File: config.mk
export PLATFORM = sky130hd
export DESIGN_NAME = nibp_uart_packet_decoder_unit
export DESIGN_NICKNAME = d
export VERILOG_FILES = /design/src/rtl/nupd_pkg.sv /design/src/rtl/nibp_uart_packet_decoder_unit.sv /design/src/rtl/nupd_front.sv /design/src/rtl/nupd_queue.sv /design/src/rtl/nupd_back.sv
export SDC_FILE = /design/constraint.sdc
export NUM_CORES = 1
export LEC_CHECK = 0
export ABC_AREA = 1
export BUFFER_PORTS_ARGS = -buffer_cell sky130_fd_sc_hd__buf_2
export CORE_MARGIN = 2
export CORE_UTILIZATION = 41
export CTS_BUF_LIST = sky130_fd_sc_hd__clkbuf_8 sky130_fd_sc_hd__clkbuf_16
export DETAILED_ROUTE_END_ITERATION = 10
export PLACE_DENSITY = 0.69
export SLEW_MARGIN = 10
export SYNTH_ARGS = -nofsm -noshare
export SYNTH_HDL_FRONTEND = slang
export SYNTH_SLANG_ARGS = --single-unit
File: constraint.sdc
create_clock -name clk -period 22 [get_ports clk]
set_input_delay 5.5 -clock clk [delete_from_list [all_inputs] [get_ports clk]]
set_output_delay 5.5 -clock clk [all_outputs]
set_load 0.02 [all_outputs]
File: src/rtl/nupd_pkg.sv
// ----------------------------------------------------------------------------
// nupd_pkg
// Shared types and constants of the blood-pressure module frame decoder.
// ----------------------------------------------------------------------------
`default_nettype none

package nupd_pkg;

  // configuration register indexes
  localparam logic [1:0] CFG_START_BYTE    = 2'd0;
  localparam logic [1:0] CFG_END_TEXT_BYTE = 2'd1;
  localparam logic [1:0] CFG_RETURN_BYTE   = 2'd2;

  localparam logic [7:0] START_BYTE_RST    = 8'd2;
  localparam logic [7:0] END_TEXT_BYTE_RST = 8'd3;
  localparam logic [7:0] RETURN_BYTE_RST   = 8'd13;

  // frame lengths and marker characters
  localparam logic [5:0] LEN_SHORT = 6'd6;
  localparam logic [5:0] LEN_PRESS = 6'd10;
  localparam logic [5:0] LEN_LONG  = 6'd42;

  localparam logic [7:0] CHAR_ZERO = 8'h30;
  localparam logic [7:0] CHAR_TWO  = 8'h32;
  localparam logic [7:0] CHAR_NINE = 8'h39;
  localparam logic [7:0] CHAR_S    = 8'h53;

  // captured byte slots
  localparam int NUM_SLOTS = 17;
  localparam int SLOT_W    = $clog2(NUM_SLOTS);

  localparam logic [SLOT_W-1:0] SLOT_B1  = SLOT_W'(0);
  localparam logic [SLOT_W-1:0] SLOT_B2  = SLOT_W'(1);
  localparam logic [SLOT_W-1:0] SLOT_B3  = SLOT_W'(2);
  localparam logic [SLOT_W-1:0] SLOT_B12 = SLOT_W'(3);
  localparam logic [SLOT_W-1:0] SLOT_B13 = SLOT_W'(4);
  localparam logic [SLOT_W-1:0] SLOT_B16 = SLOT_W'(5);
  localparam logic [SLOT_W-1:0] SLOT_B19 = SLOT_W'(8);
  localparam logic [SLOT_W-1:0] SLOT_B22 = SLOT_W'(11);
  localparam logic [SLOT_W-1:0] SLOT_B27 = SLOT_W'(14);

  // queue between front and back
  localparam int QUEUE_DEPTH = 2;
  localparam int QPTR_W      = $clog2(QUEUE_DEPTH);
  localparam int QCNT_W      = $clog2(QUEUE_DEPTH + 1);

  localparam int KIND_W = 3;
  localparam int DATA_W = 88;

  typedef enum logic [KIND_W-1:0] {
    KIND_PRESSURE   = 3'd0,
    KIND_DONE       = 3'd1,
    KIND_END_OTHER  = 3'd2,
    KIND_RESULT_OK  = 3'd3,
    KIND_RESULT_ERR = 3'd4,
    KIND_BAD_FRAME  = 3'd5
  } kind_e;

  typedef enum logic [3:0] {
    ERR_NONE         = 4'd0,
    ERR_HARDWARE     = 4'd1,
    ERR_CUFF         = 4'd2,
    ERR_LEAK         = 4'd3,
    ERR_PRESSURE     = 4'd4,
    ERR_WEAK         = 4'd5,
    ERR_RANGE        = 4'd6,
    ERR_MOTION       = 4'd7,
    ERR_OVERPRESSURE = 4'd8,
    ERR_SATURATION   = 4'd9,
    ERR_TIMEOUT      = 4'd10,
    ERR_CUFF_TYPE    = 4'd11
  } err_class_e;

  typedef enum logic [1:0] {
    FLEN_SHORT = 2'd0,
    FLEN_PRESS = 2'd1,
    FLEN_LONG  = 2'd2
  } flen_e;

  typedef struct packed {
    logic [7:0] start_byte;
    logic [7:0] end_text_byte;
    logic [7:0] return_byte;
  } cfg_t;

  typedef struct packed {
    flen_e                       flen;
    logic                        trailer_ok;
    logic [NUM_SLOTS-1:0][7:0]   cap;
  } frame_rec_t;

endpackage

`default_nettype wire

File: src/rtl/nibp_uart_packet_decoder_unit.sv
// ----------------------------------------------------------------------------
// nibp_uart_packet_decoder_unit
// Decoder of the framed byte stream sent by a blood-pressure module.
// ----------------------------------------------------------------------------
// Bytes received from the serial link enter on the s_ stream, one byte per
// beat. Outside a frame every byte but the start byte is dropped. A complete
// frame gives one result beat on the m_ stream: the kind in m_tuser and the
// decoded values in m_tdata. Other frames give nothing until they end.
// The cfg_ channel writes the start, end-of-text and return byte registers;
// cfg_ready is always high; writes are to be made while the block is idle,
// which the block does not enforce. Throughput is one byte per cycle while
// s_tready is high. The front keeps taking bytes while results wait, through
// a two-entry frame queue and the output register. The last frame byte queues
// its record; the back loads the result into the output register and raises
// m_tvalid. s_tready drops only when two frames wait in the queue behind a
// stalled result, i.e. when m_tready stays low while two further frames
// arrive. Reset clears the hunting state, the queue and the output valid,
// and loads the registers with 2, 3 and 13; no clearing pass is needed.
// ----------------------------------------------------------------------------
`default_nettype none

module nibp_uart_packet_decoder_unit import nupd_pkg::*; (
  input  wire logic              clk,
  input  wire logic              rst,
  input  wire logic              s_tvalid,
  output logic                   s_tready,
  input  wire logic [7:0]        s_tdata,   // rx_byte
  output logic                   m_tvalid,
  input  wire logic              m_tready,
  // cuff_pressure, systolic, diastolic, mean_pressure, pulse_rate, error_class
  output logic [DATA_W-1:0]      m_tdata,
  output logic [KIND_W-1:0]      m_tuser,   // packet_kind
  input  wire logic              cfg_valid,
  output logic                   cfg_ready,
  input  wire logic [1:0]        cfg_index,
  input  wire logic [7:0]        cfg_data
);

  cfg_t       cfg;
  logic       push_valid;
  logic       push_ready;
  frame_rec_t push_rec;
  logic       pop_valid;
  logic       pop_ready;
  frame_rec_t pop_rec;

  assign cfg_ready = 1'b1;

  always_ff @(posedge clk) begin
    if (rst) begin
      cfg.start_byte    <= START_BYTE_RST;
      cfg.end_text_byte <= END_TEXT_BYTE_RST;
      cfg.return_byte   <= RETURN_BYTE_RST;
    end else if (cfg_valid) begin
      case (cfg_index)
        CFG_START_BYTE:    cfg.start_byte    <= cfg_data;
        CFG_END_TEXT_BYTE: cfg.end_text_byte <= cfg_data;
        CFG_RETURN_BYTE:   cfg.return_byte   <= cfg_data;
        default: ;
      endcase
    end
  end

  nupd_front u_front (
    .clk        (clk),
    .rst        (rst),
    .cfg        (cfg),
    .in_valid   (s_tvalid),
    .in_ready   (s_tready),
    .rx_byte    (s_tdata),
    .push_valid (push_valid),
    .push_ready (push_ready),
    .push_rec   (push_rec)
  );

  nupd_queue u_queue (
    .clk        (clk),
    .rst        (rst),
    .push_valid (push_valid),
    .push_ready (push_ready),
    .push_rec   (push_rec),
    .pop_valid  (pop_valid),
    .pop_ready  (pop_ready),
    .pop_rec    (pop_rec)
  );

  nupd_back u_back (
    .clk       (clk),
    .rst       (rst),
    .pop_valid (pop_valid),
    .pop_ready (pop_ready),
    .pop_rec   (pop_rec),
    .m_tvalid  (m_tvalid),
    .m_tready  (m_tready),
    .m_tdata   (m_tdata),
    .m_tuser   (m_tuser)
  );

endmodule

`default_nettype wire

File: src/rtl/nupd_front.sv
// ----------------------------------------------------------------------------
// nupd_front
// Frame hunter: finds the start byte, counts the frame, captures the bytes
// the decoder needs and checks the trailer, then queues one frame record.
// ----------------------------------------------------------------------------
`default_nettype none

module nupd_front import nupd_pkg::*; (
  input  wire logic       clk,
  input  wire logic       rst,
  input  wire cfg_t       cfg,
  input  wire logic       in_valid,
  output logic            in_ready,
  input  wire logic [7:0] rx_byte,
  output logic            push_valid,
  input  wire logic       push_ready,
  output frame_rec_t      push_rec
);

  logic                      in_frame;
  logic [5:0]                byte_count;
  logic [5:0]                frame_length;
  logic [7:0]                prev_byte;
  logic [NUM_SLOTS-1:0][7:0] cap;

  logic              accept;
  logic [5:0]        count_inc;
  logic              frame_end;
  logic              slot_hit;
  logic [SLOT_W-1:0] slot_idx;

  assign in_ready   = push_ready;
  assign accept     = in_valid && push_ready;
  assign count_inc  = byte_count + 6'd1;
  assign frame_end  = in_frame && (count_inc == frame_length);
  assign push_valid = in_valid && frame_end;

  always_comb begin
    push_rec.cap        = cap;
    push_rec.trailer_ok = (prev_byte == cfg.end_text_byte) && (rx_byte == cfg.return_byte);
    if (frame_length == LEN_SHORT) begin
      push_rec.flen = FLEN_SHORT;
    end else if (frame_length == LEN_PRESS) begin
      push_rec.flen = FLEN_PRESS;
    end else begin
      push_rec.flen = FLEN_LONG;
    end
  end

  // byte position to capture slot
  always_comb begin
    slot_hit = 1'b1;
    slot_idx = '0;
    case (byte_count) inside
      [6'd1:6'd3]:   slot_idx = SLOT_B1 + SLOT_W'(byte_count - 6'd1);
      [6'd12:6'd13]: slot_idx = SLOT_B12 + SLOT_W'(byte_count - 6'd12);
      [6'd16:6'd24]: slot_idx = SLOT_B16 + SLOT_W'(byte_count - 6'd16);
      [6'd27:6'd29]: slot_idx = SLOT_B27 + SLOT_W'(byte_count - 6'd27);
      default:       slot_hit = 1'b0;
    endcase
  end

  always_ff @(posedge clk) begin
    if (rst) begin
      in_frame     <= 1'b0;
      byte_count   <= '0;
      frame_length <= '0;
    end else if (accept) begin
      if (!in_frame) begin
        if (rx_byte == cfg.start_byte) begin
          in_frame     <= 1'b1;
          byte_count   <= 6'd1;
          frame_length <= '0;
        end
      end else begin
        if (byte_count == 6'd1) begin
          if (rx_byte == CHAR_NINE) begin
            frame_length <= LEN_SHORT;
          end else if (rx_byte == CHAR_S) begin
            frame_length <= LEN_LONG;
          end else begin
            frame_length <= LEN_PRESS;
          end
        end
        if (frame_end) begin
          in_frame   <= 1'b0;
          byte_count <= '0;
        end else begin
          byte_count <= count_inc;
        end
      end
    end
  end

  always_ff @(posedge clk) begin
    if (accept && in_frame) begin
      prev_byte <= rx_byte;
      if (slot_hit) begin
        cap[slot_idx] <= rx_byte;
      end
    end
  end

endmodule

`default_nettype wire

File: src/rtl/nupd_queue.sv
// ----------------------------------------------------------------------------
// nupd_queue
// Short first-in first-out queue of frame records between front and back.
// ----------------------------------------------------------------------------
`default_nettype none

module nupd_queue import nupd_pkg::*; (
  input  wire logic       clk,
  input  wire logic       rst,
  input  wire logic       push_valid,
  output logic            push_ready,
  input  wire frame_rec_t push_rec,
  output logic            pop_valid,
  input  wire logic       pop_ready,
  output frame_rec_t      pop_rec
);

  frame_rec_t        entries [QUEUE_DEPTH];
  logic [QPTR_W-1:0] wr_ptr;
  logic [QPTR_W-1:0] rd_ptr;
  logic [QCNT_W-1:0] fill;

  logic do_push;
  logic do_pop;

  assign push_ready = (fill != QCNT_W'(QUEUE_DEPTH));
  assign pop_valid  = (fill != '0);
  assign pop_rec    = entries[rd_ptr];
  assign do_push    = push_valid && push_ready;
  assign do_pop     = pop_valid && pop_ready;

  always_ff @(posedge clk) begin
    if (rst) begin
      wr_ptr <= '0;
      rd_ptr <= '0;
      fill   <= '0;
    end else begin
      if (do_push) begin
        wr_ptr <= wr_ptr + QPTR_W'(1);
      end
      if (do_pop) begin
        rd_ptr <= rd_ptr + QPTR_W'(1);
      end
      if (do_push && !do_pop) begin
        fill <= fill + QCNT_W'(1);
      end else if (do_pop && !do_push) begin
        fill <= fill - QCNT_W'(1);
      end
    end
  end

  always_ff @(posedge clk) begin
    if (do_push) begin
      entries[wr_ptr] <= push_rec;
    end
  end

endmodule

`default_nettype wire

File: src/rtl/nupd_back.sv
// ----------------------------------------------------------------------------
// nupd_back
// Frame decoder: turns a queued frame record into one result beat held in
// the output register.
// ----------------------------------------------------------------------------
`default_nettype none

module nupd_back import nupd_pkg::*; (
  input  wire logic              clk,
  input  wire logic              rst,
  input  wire logic              pop_valid,
  output logic                   pop_ready,
  input  wire frame_rec_t        pop_rec,
  output logic                   m_tvalid,
  input  wire logic              m_tready,
  output logic [DATA_W-1:0]      m_tdata,
  output logic [KIND_W-1:0]      m_tuser
);

  localparam logic [15:0] BIAS3 = 16'(CHAR_ZERO) * 16'd111;
  localparam logic [15:0] BIAS2 = 16'(CHAR_ZERO) * 16'd11;

  function automatic logic [15:0] three_digits(input logic [7:0] a, input logic [7:0] b,
                                               input logic [7:0] c);
    return 16'(a) * 16'd100 + 16'(b) * 16'd10 + 16'(c) - BIAS3;
  endfunction

  function automatic err_class_e map_error(input logic [15:0] code);
    err_class_e res;
    res = ERR_NONE;
    case (code)
      16'd1:   res = ERR_HARDWARE;
      16'd6:   res = ERR_CUFF;
      16'd7:   res = ERR_LEAK;
      16'd8:   res = ERR_PRESSURE;
      16'd9:   res = ERR_WEAK;
      16'd10:  res = ERR_RANGE;
      16'd11:  res = ERR_MOTION;
      16'd12:  res = ERR_OVERPRESSURE;
      16'd13:  res = ERR_SATURATION;
      16'd19:  res = ERR_TIMEOUT;
      16'd20:  res = ERR_CUFF_TYPE;
      default: res = ERR_NONE;
    endcase
    return res;
  endfunction

  kind_e       d_kind;
  logic [15:0] d_cuff;
  logic [15:0] d_sys;
  logic [15:0] d_dia;
  logic [15:0] d_mean;
  logic [15:0] d_pulse;
  err_class_e  d_err;
  logic [15:0] err_code;
  logic        load;

  assign pop_ready = !m_tvalid || m_tready;
  assign load      = pop_valid && pop_ready;
  assign err_code  = 16'(pop_rec.cap[SLOT_B12]) * 16'd10 + 16'(pop_rec.cap[SLOT_B13]) - BIAS2;

  always_comb begin
    d_kind  = KIND_BAD_FRAME;
    d_cuff  = '0;
    d_sys   = '0;
    d_dia   = '0;
    d_mean  = '0;
    d_pulse = '0;
    d_err   = ERR_NONE;
    if (pop_rec.trailer_ok) begin
      unique case (pop_rec.flen)
        FLEN_PRESS: begin
          d_kind = KIND_PRESSURE;
          d_cuff = three_digits(pop_rec.cap[SLOT_B1], pop_rec.cap[SLOT_B2],
                                pop_rec.cap[SLOT_B3]);
        end
        FLEN_SHORT: begin
          if (pop_rec.cap[SLOT_B1] == CHAR_NINE && pop_rec.cap[SLOT_B2] == CHAR_NINE &&
              pop_rec.cap[SLOT_B3] == CHAR_NINE) begin
            d_kind = KIND_DONE;
          end else begin
            d_kind = KIND_END_OTHER;
          end
        end
        FLEN_LONG: begin
          if (pop_rec.cap[SLOT_B2] == CHAR_TWO) begin
            d_kind = KIND_RESULT_ERR;
            d_err  = map_error(err_code);
          end else begin
            d_kind  = KIND_RESULT_OK;
            d_sys   = three_digits(pop_rec.cap[SLOT_B16], pop_rec.cap[SLOT_B16 + SLOT_W'(1)],
                                   pop_rec.cap[SLOT_B16 + SLOT_W'(2)]);
            d_dia   = three_digits(pop_rec.cap[SLOT_B19], pop_rec.cap[SLOT_B19 + SLOT_W'(1)],
                                   pop_rec.cap[SLOT_B19 + SLOT_W'(2)]);
            d_mean  = three_digits(pop_rec.cap[SLOT_B22], pop_rec.cap[SLOT_B22 + SLOT_W'(1)],
                                   pop_rec.cap[SLOT_B22 + SLOT_W'(2)]);
            d_pulse = three_digits(pop_rec.cap[SLOT_B27], pop_rec.cap[SLOT_B27 + SLOT_W'(1)],
                                   pop_rec.cap[SLOT_B27 + SLOT_W'(2)]);
          end
        end
        default: d_kind = KIND_BAD_FRAME;
      endcase
    end
  end

  always_ff @(posedge clk) begin
    if (rst) begin
      m_tvalid <= 1'b0;
    end else if (load) begin
      m_tvalid <= 1'b1;
    end else if (m_tready) begin
      m_tvalid <= 1'b0;
    end
  end

  always_ff @(posedge clk) begin
    if (load) begin
      m_tuser <= d_kind;
      m_tdata <= {4'b0000, d_err, d_pulse, d_mean, d_dia, d_sys, d_cuff};
    end
  end

endmodule

`default_nettype wire

==> results of run 1 <==
==> synthesized netlist by cell type, drive strengths merged <==
master | count | area share, %
nand2 | 527 | 6.6
edfxtp | 509 | 50
inv | 414 | 5.1
ha | 370 | 15
a21oi | 175 | 2.9
o21ai | 145 | 2.4
nor2 | 138 | 1.9
xor2 | 63 | 1.8
nand3 | 62 | 1.1
fa | 57 | 3.8
dfxtp | 41 | 2.7
xnor2 | 36 | 1.0
buf | 25 | 0.56
mux2i | 24 | 0.79
or2 | 23 | 0.48
clkbuf | 22 | 0.27
nand4 | 19 | 0.41
nor3 | 19 | 0.36
o21a | 12 | 0.30
o21bai | 12 | 0.30
a21o | 11 | 0.27
nor4 | 10 | 0.21
o211ai | 8 | 0.21
a211oi | 6 | 0.15
a22oi | 5 | 0.12
a31oi | 3 | 0.062
o2111ai | 3 | 0.087
clkinv | 2 | 0.029
conb | 2 | 0.025
a221oi | 1 | 0.029
a31o | 1 | 0.029
and3 | 1 | 0.021
nand3b | 1 | 0.025
nor3b | 1 | 0.025
o22ai | 1 | 0.021
o311ai | 1 | 0.029
==> stage by stage <==
step / worst slack (ns) / utilization (%) / cell area, sq um / hold WS, ns
after floorplan: 6.04 / - / 30300 / 0.421
after global placement: 13.88 / 43.6 / 31900 / 0.425
after detailed placement: 13.90 / 43.6 / 31900 / 0.429
after CTS: 14.55 / 46.2 / 33800 / 0.440
after global routing: 14.39 / 46.2 / 33800 / 0.445
final: 14.54 / 46.2 / 33800 / 0.440
==> cells by family after synthesis <==
family / share of synthesized area (%)
XOR/XNOR: 2.86
AO/OA/AOI/OAI: 6.94
buffers and inverters: 6.01
adder cells (fa/ha/maj): 19.1
AND/OR/NAND/NOR: 11.1
flip-flops: 53.2
other: 0.0248
multiplexers: 0.794
==> cell type report <==
| class | count | share of cell area [%] |
|---|---|---|
| Sequential cell | 550 | 47.7 |
| Clock inverter | 49 | 1.34 |
| Inverter | 416 | 4.65 |
| Timing Repair Buffer | 119 | 1.82 |
| Multi-Input combinational cell | 1740 | 36.7 |
| Clock buffer | 57 | 4.23 |
| Tap cell | 959 | 3.55 |
==> state kept, by name, indices dropped and copies added, names as in the netlist, named ones only <==
name / flops
u_queue.entries: 278
u_front.byte_count: 6
u_queue.wr_ptr: 1
u_queue.fill: 2
u_queue.rd_ptr: 1
u_back.m_tdata: 84
cfg: 24
u_front.push_rec: 136
u_front.frame_length: 4
u_front.in_frame: 1
u_back.m_tvalid: 1
u_back.m_tuser: 3
u_front.prev_byte: 8
==> path summary, 6_finish.rpt <==
path / startpoint / to / slack (ns) / cells after the start
hold reg to reg: u_front.push_rec[27] / u_queue.entries[1][27] / 0.44 / 0
hold / removal: u_front.push_rec[27] / u_queue.entries[1][27] / 0.44 / 0
setup reg to reg: flip-flop / u_back.m_tdata[46] / 15.51 / 24
setup / recovery: s_tvalid / u_queue.entries[0][88] / 14.54 / 5
==> worst register-to-register path, delay by kind of cell (launching register included) <==
family                   cells  cell delay [ns]
adder cells (fa/ha/maj)      6             2.07
buffers and inverters        7             1.61
AO/OA/AOI/OAI                6             1.21
AND/OR/NAND/NOR              4             0.71
flip-flops                   1             0.61
XOR/XNOR                     1             0.16
==> per-layer routing <==
layer	vias up	track usage, %
met5	-	0
met4	0	3.04
met3	53	2.58
met2	369	26.9
met1	8853	21.4
li1	9607	-
==> impl_metrics.csv, run 1 <==
group,metric,value,unit
clock_network,cts-buffers-inserted,57,
clock_network,cts_root_buffer,"clkbuf_16",
run_status,outcome,"finished with violations",
sta,rsz0062_at_grt,"no",
floorplanning,coreArea,0.0731,sq mm
sta,finalClockSkew,0.0212,ns
placement,gp_congestion,0.861,
routing,dr.pass1.iters,8,
placement,dpl.hpwl,41800,um
worst_setup_path,crit_family,"buffers and inverters",
worst_setup_path,cp_slowest_cell,"buf_4",
finish,layout_common_cells,"516 x nand2_1, 509 x edfxtp_1, 416 x inv_1, 370 x ha_1, 173 x a21oi_1",
floorplanning,die_h,276,um
routing,antenna_left,0,
routing,wl_per_cell,15.3,um
floorplanning,die_w,276,um
routing,vias,18900,
placement,io_buffers,111,
worst_setup_path,required,22.22,ns
synth,yosysSeqAreaShare,53.2,%
worst_setup_path,path_cells,"buf_2 -> nand2_1 -> nor3_2 -> buf_4 -> buf_4",
sta,worst_pin_slew,1.17,ns
routing,totalWireLength,59500,um
synth,synth_cell_types,54,
synth,ys_ff_latch,550,
synth,syn_area_per_cell,11.0,sq um
worst_setup_path,endpoint_kind,"flip-flop",
routing,met2_length,28700,um
finish,seqCellArea,0.0161,sq mm
finish,nFillCells,6670,
routing,first_iter_violations,1415,
finish,antenna_cells,0,
floorplanning,die_area,0.0760,sq mm
placement,place_inst,3784,
finish,stdcell_count,3890,
routing,wl_met1,27200,um
clock_network,cts_sinks,550,
routing,drc_errors,9,
sta,fin_crit_sh,33.9,%
job,cap_viol_max_count,0,
clock_network,post_cts_buffers,0,
sta,period_needed,7.46,ns
floorplanning,start_util,41.4,%
synth,synth.cell_area,0.0303,sq mm
sta,setup_tns,0,ns
routing,route.met3.wl,2820,um
sta,relSlewSlack,21.8,%
routing,viasPerCell,4.85,
worst_setup_path,path_class,"in -> reg",
routing,top_layer,"met4",
synth,ys.warnings.count,0,
finish,layout_commonest_cell,"nand2_1",
clock_network,post_cts_resized,0,
global_route,grt_pass1_vias,18100,
clock_network,h-tree-depth,2,
worst_setup_path,critical_path.max_stage_delay,0.92,ns
sta,max_freq,134,MHz
clock_network,hold_buffers,0,
min_path,hold_class,"reg -> reg",
worst_setup_path,arrival,7.69,ns
clock_network,insertion_delay,0.62,ns
finish,drive_gt1_share,9.35,%
worst_setup_path,cp_max_fo,75,
global_route,grt_max_degree,101,
global_route,grt_pass1_wl,94900,um
sta,slew_viol_final,0,
floorplanning,num_io_pins,117,
worst_setup_path,worstSetupStartpointType,"input port",
global_route,grt_overflow,0,
synth,netlist_instances,2750,
finish,syn_to_final_growth,11.5,%
floorplanning,rows,99,
finish,multi_input_area,0.0124,sq mm
clock_network,clk_pin_slew,0.06,ns
clock_network,clockBufferDepth,3,
run_status,violations,"design-rule violations",
clock_network,cts_tree,"built",
global_route,grt_usage,15.8,%
worst_setup_path,cp_common_cell,"buf_4",
finish,nets,3334,
worst_setup_path,critPathBufInv,3,
sta,finalSetupViolCount,0,
sta,hold_viol,0,
global_route,antenna_found_initial,0,
Power of run 1 is not shown: default switching activity piles up to over one toggle a cycle in this logic, so the estimate is an artifact.
==> inputs of run 2 (changes only) <==
--- a/config.mk
+++ b/config.mk
@@ -5,7 +5,7 @@
 export SDC_FILE = /design/constraint.sdc
 export NUM_CORES = 1
 export LEC_CHECK = 0
-export ABC_AREA = 1
+export ABC_AREA = 0
 export BUFFER_PORTS_ARGS = -buffer_cell sky130_fd_sc_hd__buf_2
 export CORE_MARGIN = 2
 export CORE_UTILIZATION = 41
==> constraint.sdc (replaced) <==
create_clock -name clk -period 7.5 [get_ports clk]
set_input_delay 1.875 -clock clk [delete_from_list [all_inputs] [get_ports clk]]
set_output_delay 1.875 -clock clk [all_outputs]
set_load 0.02 [all_outputs]
==> run 2 against run 1 <==
The flow now finishes without violations. Clock-buffer cell count grew 2. Sequential cell count is the same. Register-to-register slack lost 14 ns. First-iteration DRC count shrank 20%. Non-clock buffer count grew 3. Global-route usage shrank 0.17 points. Synthesized area shrank 1.4%. Critical path depth grew 12. Utilization grew 0.55 points. Synthesized cell count shrank 18%. Via count shrank 7.7%. Clock skew grew 0.0047 ns. Critical path type is now reg -> reg.
==> impl_metrics.csv, run 2 <==
group,metric,value,unit
run_status,outcome,"finished, final reports clean",
placement,gp_congestion,0.822,
global_route,grt_max_degree,140,
floorplanning,die_area,0.0750,sq mm
sta,setup_tns,0,ns
clock_network,cts-buffers-inserted,58,
global_route,top_usage_layer,"met2",
floorplanning,coreArea,0.0719,sq mm
floorplanning,rows,98,
routing,totalWireLength,58700,um
worst_setup_path,reg2regPathDepth,17,
global_route,grt_util_met2,26.8,%
floorplanning,die_h,274,um
synth,synth_top_area_share,51.2,%
routing,viasPerCell,5.15,
sta,worst_pin_slew,0.989,ns
worst_setup_path,timing.rr.end,"u_back.m_tdata[13]",
placement,dpl.hpwl,39300,um
global_route,grt_overflow,0,
min_path,hold_start,"u_front.push_rec[14]",
placement,io_buffers,111,
synth,ys.warnings.count,0,
worst_setup_path,endpoint_kind,"flip-flop",
routing,first_iter_violations,1135,
placement,place_inst,3277,
synth,synth.area.top_cells,"edfxtp_1 51%, ha_1 16%, fa_1 3.8%",
floorplanning,die_w,274,um
global_route,grt_pass1_vias,17700,
clock_network,insertion_delay,0.63,ns
sta,slew_viol_final,0,
global_route,grt_usage,15.6,%
sta,fin_crit_sh,75.5,%
finish,layout_commonest_cell,"edfxtp_1",
worst_setup_path,path_class,"reg -> reg",
synth,synth_cell_types,74,
clock_network,hold_buffers,0,
job,cap_viol_max_count,0,
sta,hold_viol,0,
synth,yosysSeqAreaShare,53.9,%
finish,largest_reg_flops,278,
synth,synth_flop_cell,"edfxtp_1",
finish,nets,2837,
synth,synth_edf_count,509,
routing,wl_per_cell,17.3,um
global_route,use_met3,2.15,%
synth,async_flop_share,0,%
sta,finalClockSkew,0.0259,ns
finish,stdcell_count,3387,
finish,layout_common_cells,"509 x edfxtp_1, 370 x ha_1, 247 x inv_1, 155 x nor2_1, 111 x buf_2",
clock_network,cts_tree,"built",
synth,synth.most_common_cell,"edfxtp_1",
finish,nFillCells,6318,
clock_network,h-tree-depth,2,
worst_setup_path,worstSetupStartpointType,"flip-flop",
synth,synth.cell_area,0.0299,sq mm
worst_setup_path,required,7.85,ns
synth,synth_area_leader_cell,"edfxtp_1",
worst_setup_path,r2r_slack,1.84,ns
clock_network,cts_root_buffer,"clkbuf_16",
global_route,grt_pass1_wl,93000,um
synth,netlist_instances,2246,
finish,antenna_cells,0,
routing,drc_errors,0,
min_path,min_path_cells,0,
routing,vias,17400,
synth,syn_area_per_cell,13.3,sq um
synth,synthTopCellsByCount,"509 x edfxtp_1, 370 x ha_1, 242 x inv_1",
synth,ys_ff_latch,550,
routing,dr.pass1.iters,5,
sta,period_needed,5.66,ns
clock_network,post_cts_buffers,0,
clock_network,cts_sinks,550,
sta,finalSetupViolCount,0,
finish,syn_to_final_growth,12.5,%
min_path,worstHoldEndpoint,"u_queue.entries[0][14]",
sta,hold_ws,0.426,ns
global_route,gr-usage-met1,20.5,%
clock_network,post_cts_resized,0,
clock_network,clk_pin_slew,0.06,ns
floorplanning,start_util,41.6,%
sta,max_freq,177,MHz
clock_network,clockBufferDepth,3,
finish,max_flop_register,"u_queue.entries",
sta,rsz0062_at_grt,"no",
floorplanning,num_io_pins,117,
finish,drive_gt1_share,13.4,%
global_route,antenna_found_initial,1,
worst_setup_path,cp_max_fo,88,
routing,antenna_left,0,
worst_setup_path,arrival,6.01,ns
min_path,hold_class,"reg -> reg",
sta,relSlewSlack,33.8,%
## run 2: cell types whose count changed after synthesis, sizes merged, moves of 49 or more
cell | before | now
nand3 | 62 | 13
xnor2 | 36 | 103
inv | 414 | 242
nand2 | 527 | 36
o21ai | 145 | 55
a21oi | 175 | 109
mux2 | 0 | 90
## run 2: worst max-delay path, cell delays in order, from the launching register on
cell and delay (ns):
dfxtp_4 0.37, buf_12 0.39, mux2i_1 0.42, inv_1 0.12, ha_1 0.29, ha_1 0.29
ha_1 0.30, inv_1 0.06, fa_1 0.49, fa_1 0.51, inv_1 0.05, ha_1 0.28
ha_1 0.36, a2111oi_0 0.67, nor3_1 0.19, nor3_1 0.28, xor2_1 0.18, nor2_1 0.06
## run 2: worst max path at each step
| stage | start | end | cells past startpoint |
|---|---|---|---|
| floorplan | s_tvalid | u_queue.entries[0][0] | 4 |
| global placement | flip-flop | u_back.m_tdata[13] | 17 |
| detailed placement | flip-flop | u_back.m_tdata[13] | 17 |
| global route | flip-flop | u_back.m_tdata[13] | 17 |
| finish | flip-flop | u_back.m_tdata[13] | 17 |
| CTS | flip-flop | u_back.m_tdata[13] | 17 |
## run 2: metrics by stage
step,cell area (sq um),utilization [%],worst slack [ns]
floorplan,29900,-,0.733
global placement,31600,43.9,1.98
detailed placement,31600,43.9,1.86
CTS,33600,46.7,1.82
global route,33600,46.7,1.40
finish,33600,46.7,1.84
## run 2: metal layers
layer	part of all wire (%)	wire (um)	up-vias
li1	-	-	8460
met4	2.6	1510	0
met2	48	28400	381
met3	4.4	2570	110
met1	45	26200	8486
met5	0	0	-
## run 2: final cells by class
type	instances	area [sq um]	area share, %
sequential	550	16100	48.0
multi-input combinational	1412	12700	37.7
clock buffer	59	1480	4.40
tap	950	1190	3.54
inverter	243	915	2.72
timing repair buffer	122	688	2.05
clock inverter	51	546	1.62
## run 2: cell families after synthesis
| group | count (synthesis) | synth area share [%] |
|---|---|---|
| and+or+nand+nor | 346 | 5.73 |
| buffers and inverters | 287 | 3.76 |
| muxes | 160 | 5.74 |
| adders and majority gates | 428 | 19.4 |
| other | 2 | 0.0251 |
| DFF | 550 | 53.9 |
| xor gates and xnor gates | 156 | 4.62 |
| AOI/OAI and AO/OA | 317 | 6.83 |
Power of run 2 is left out for the same reason.
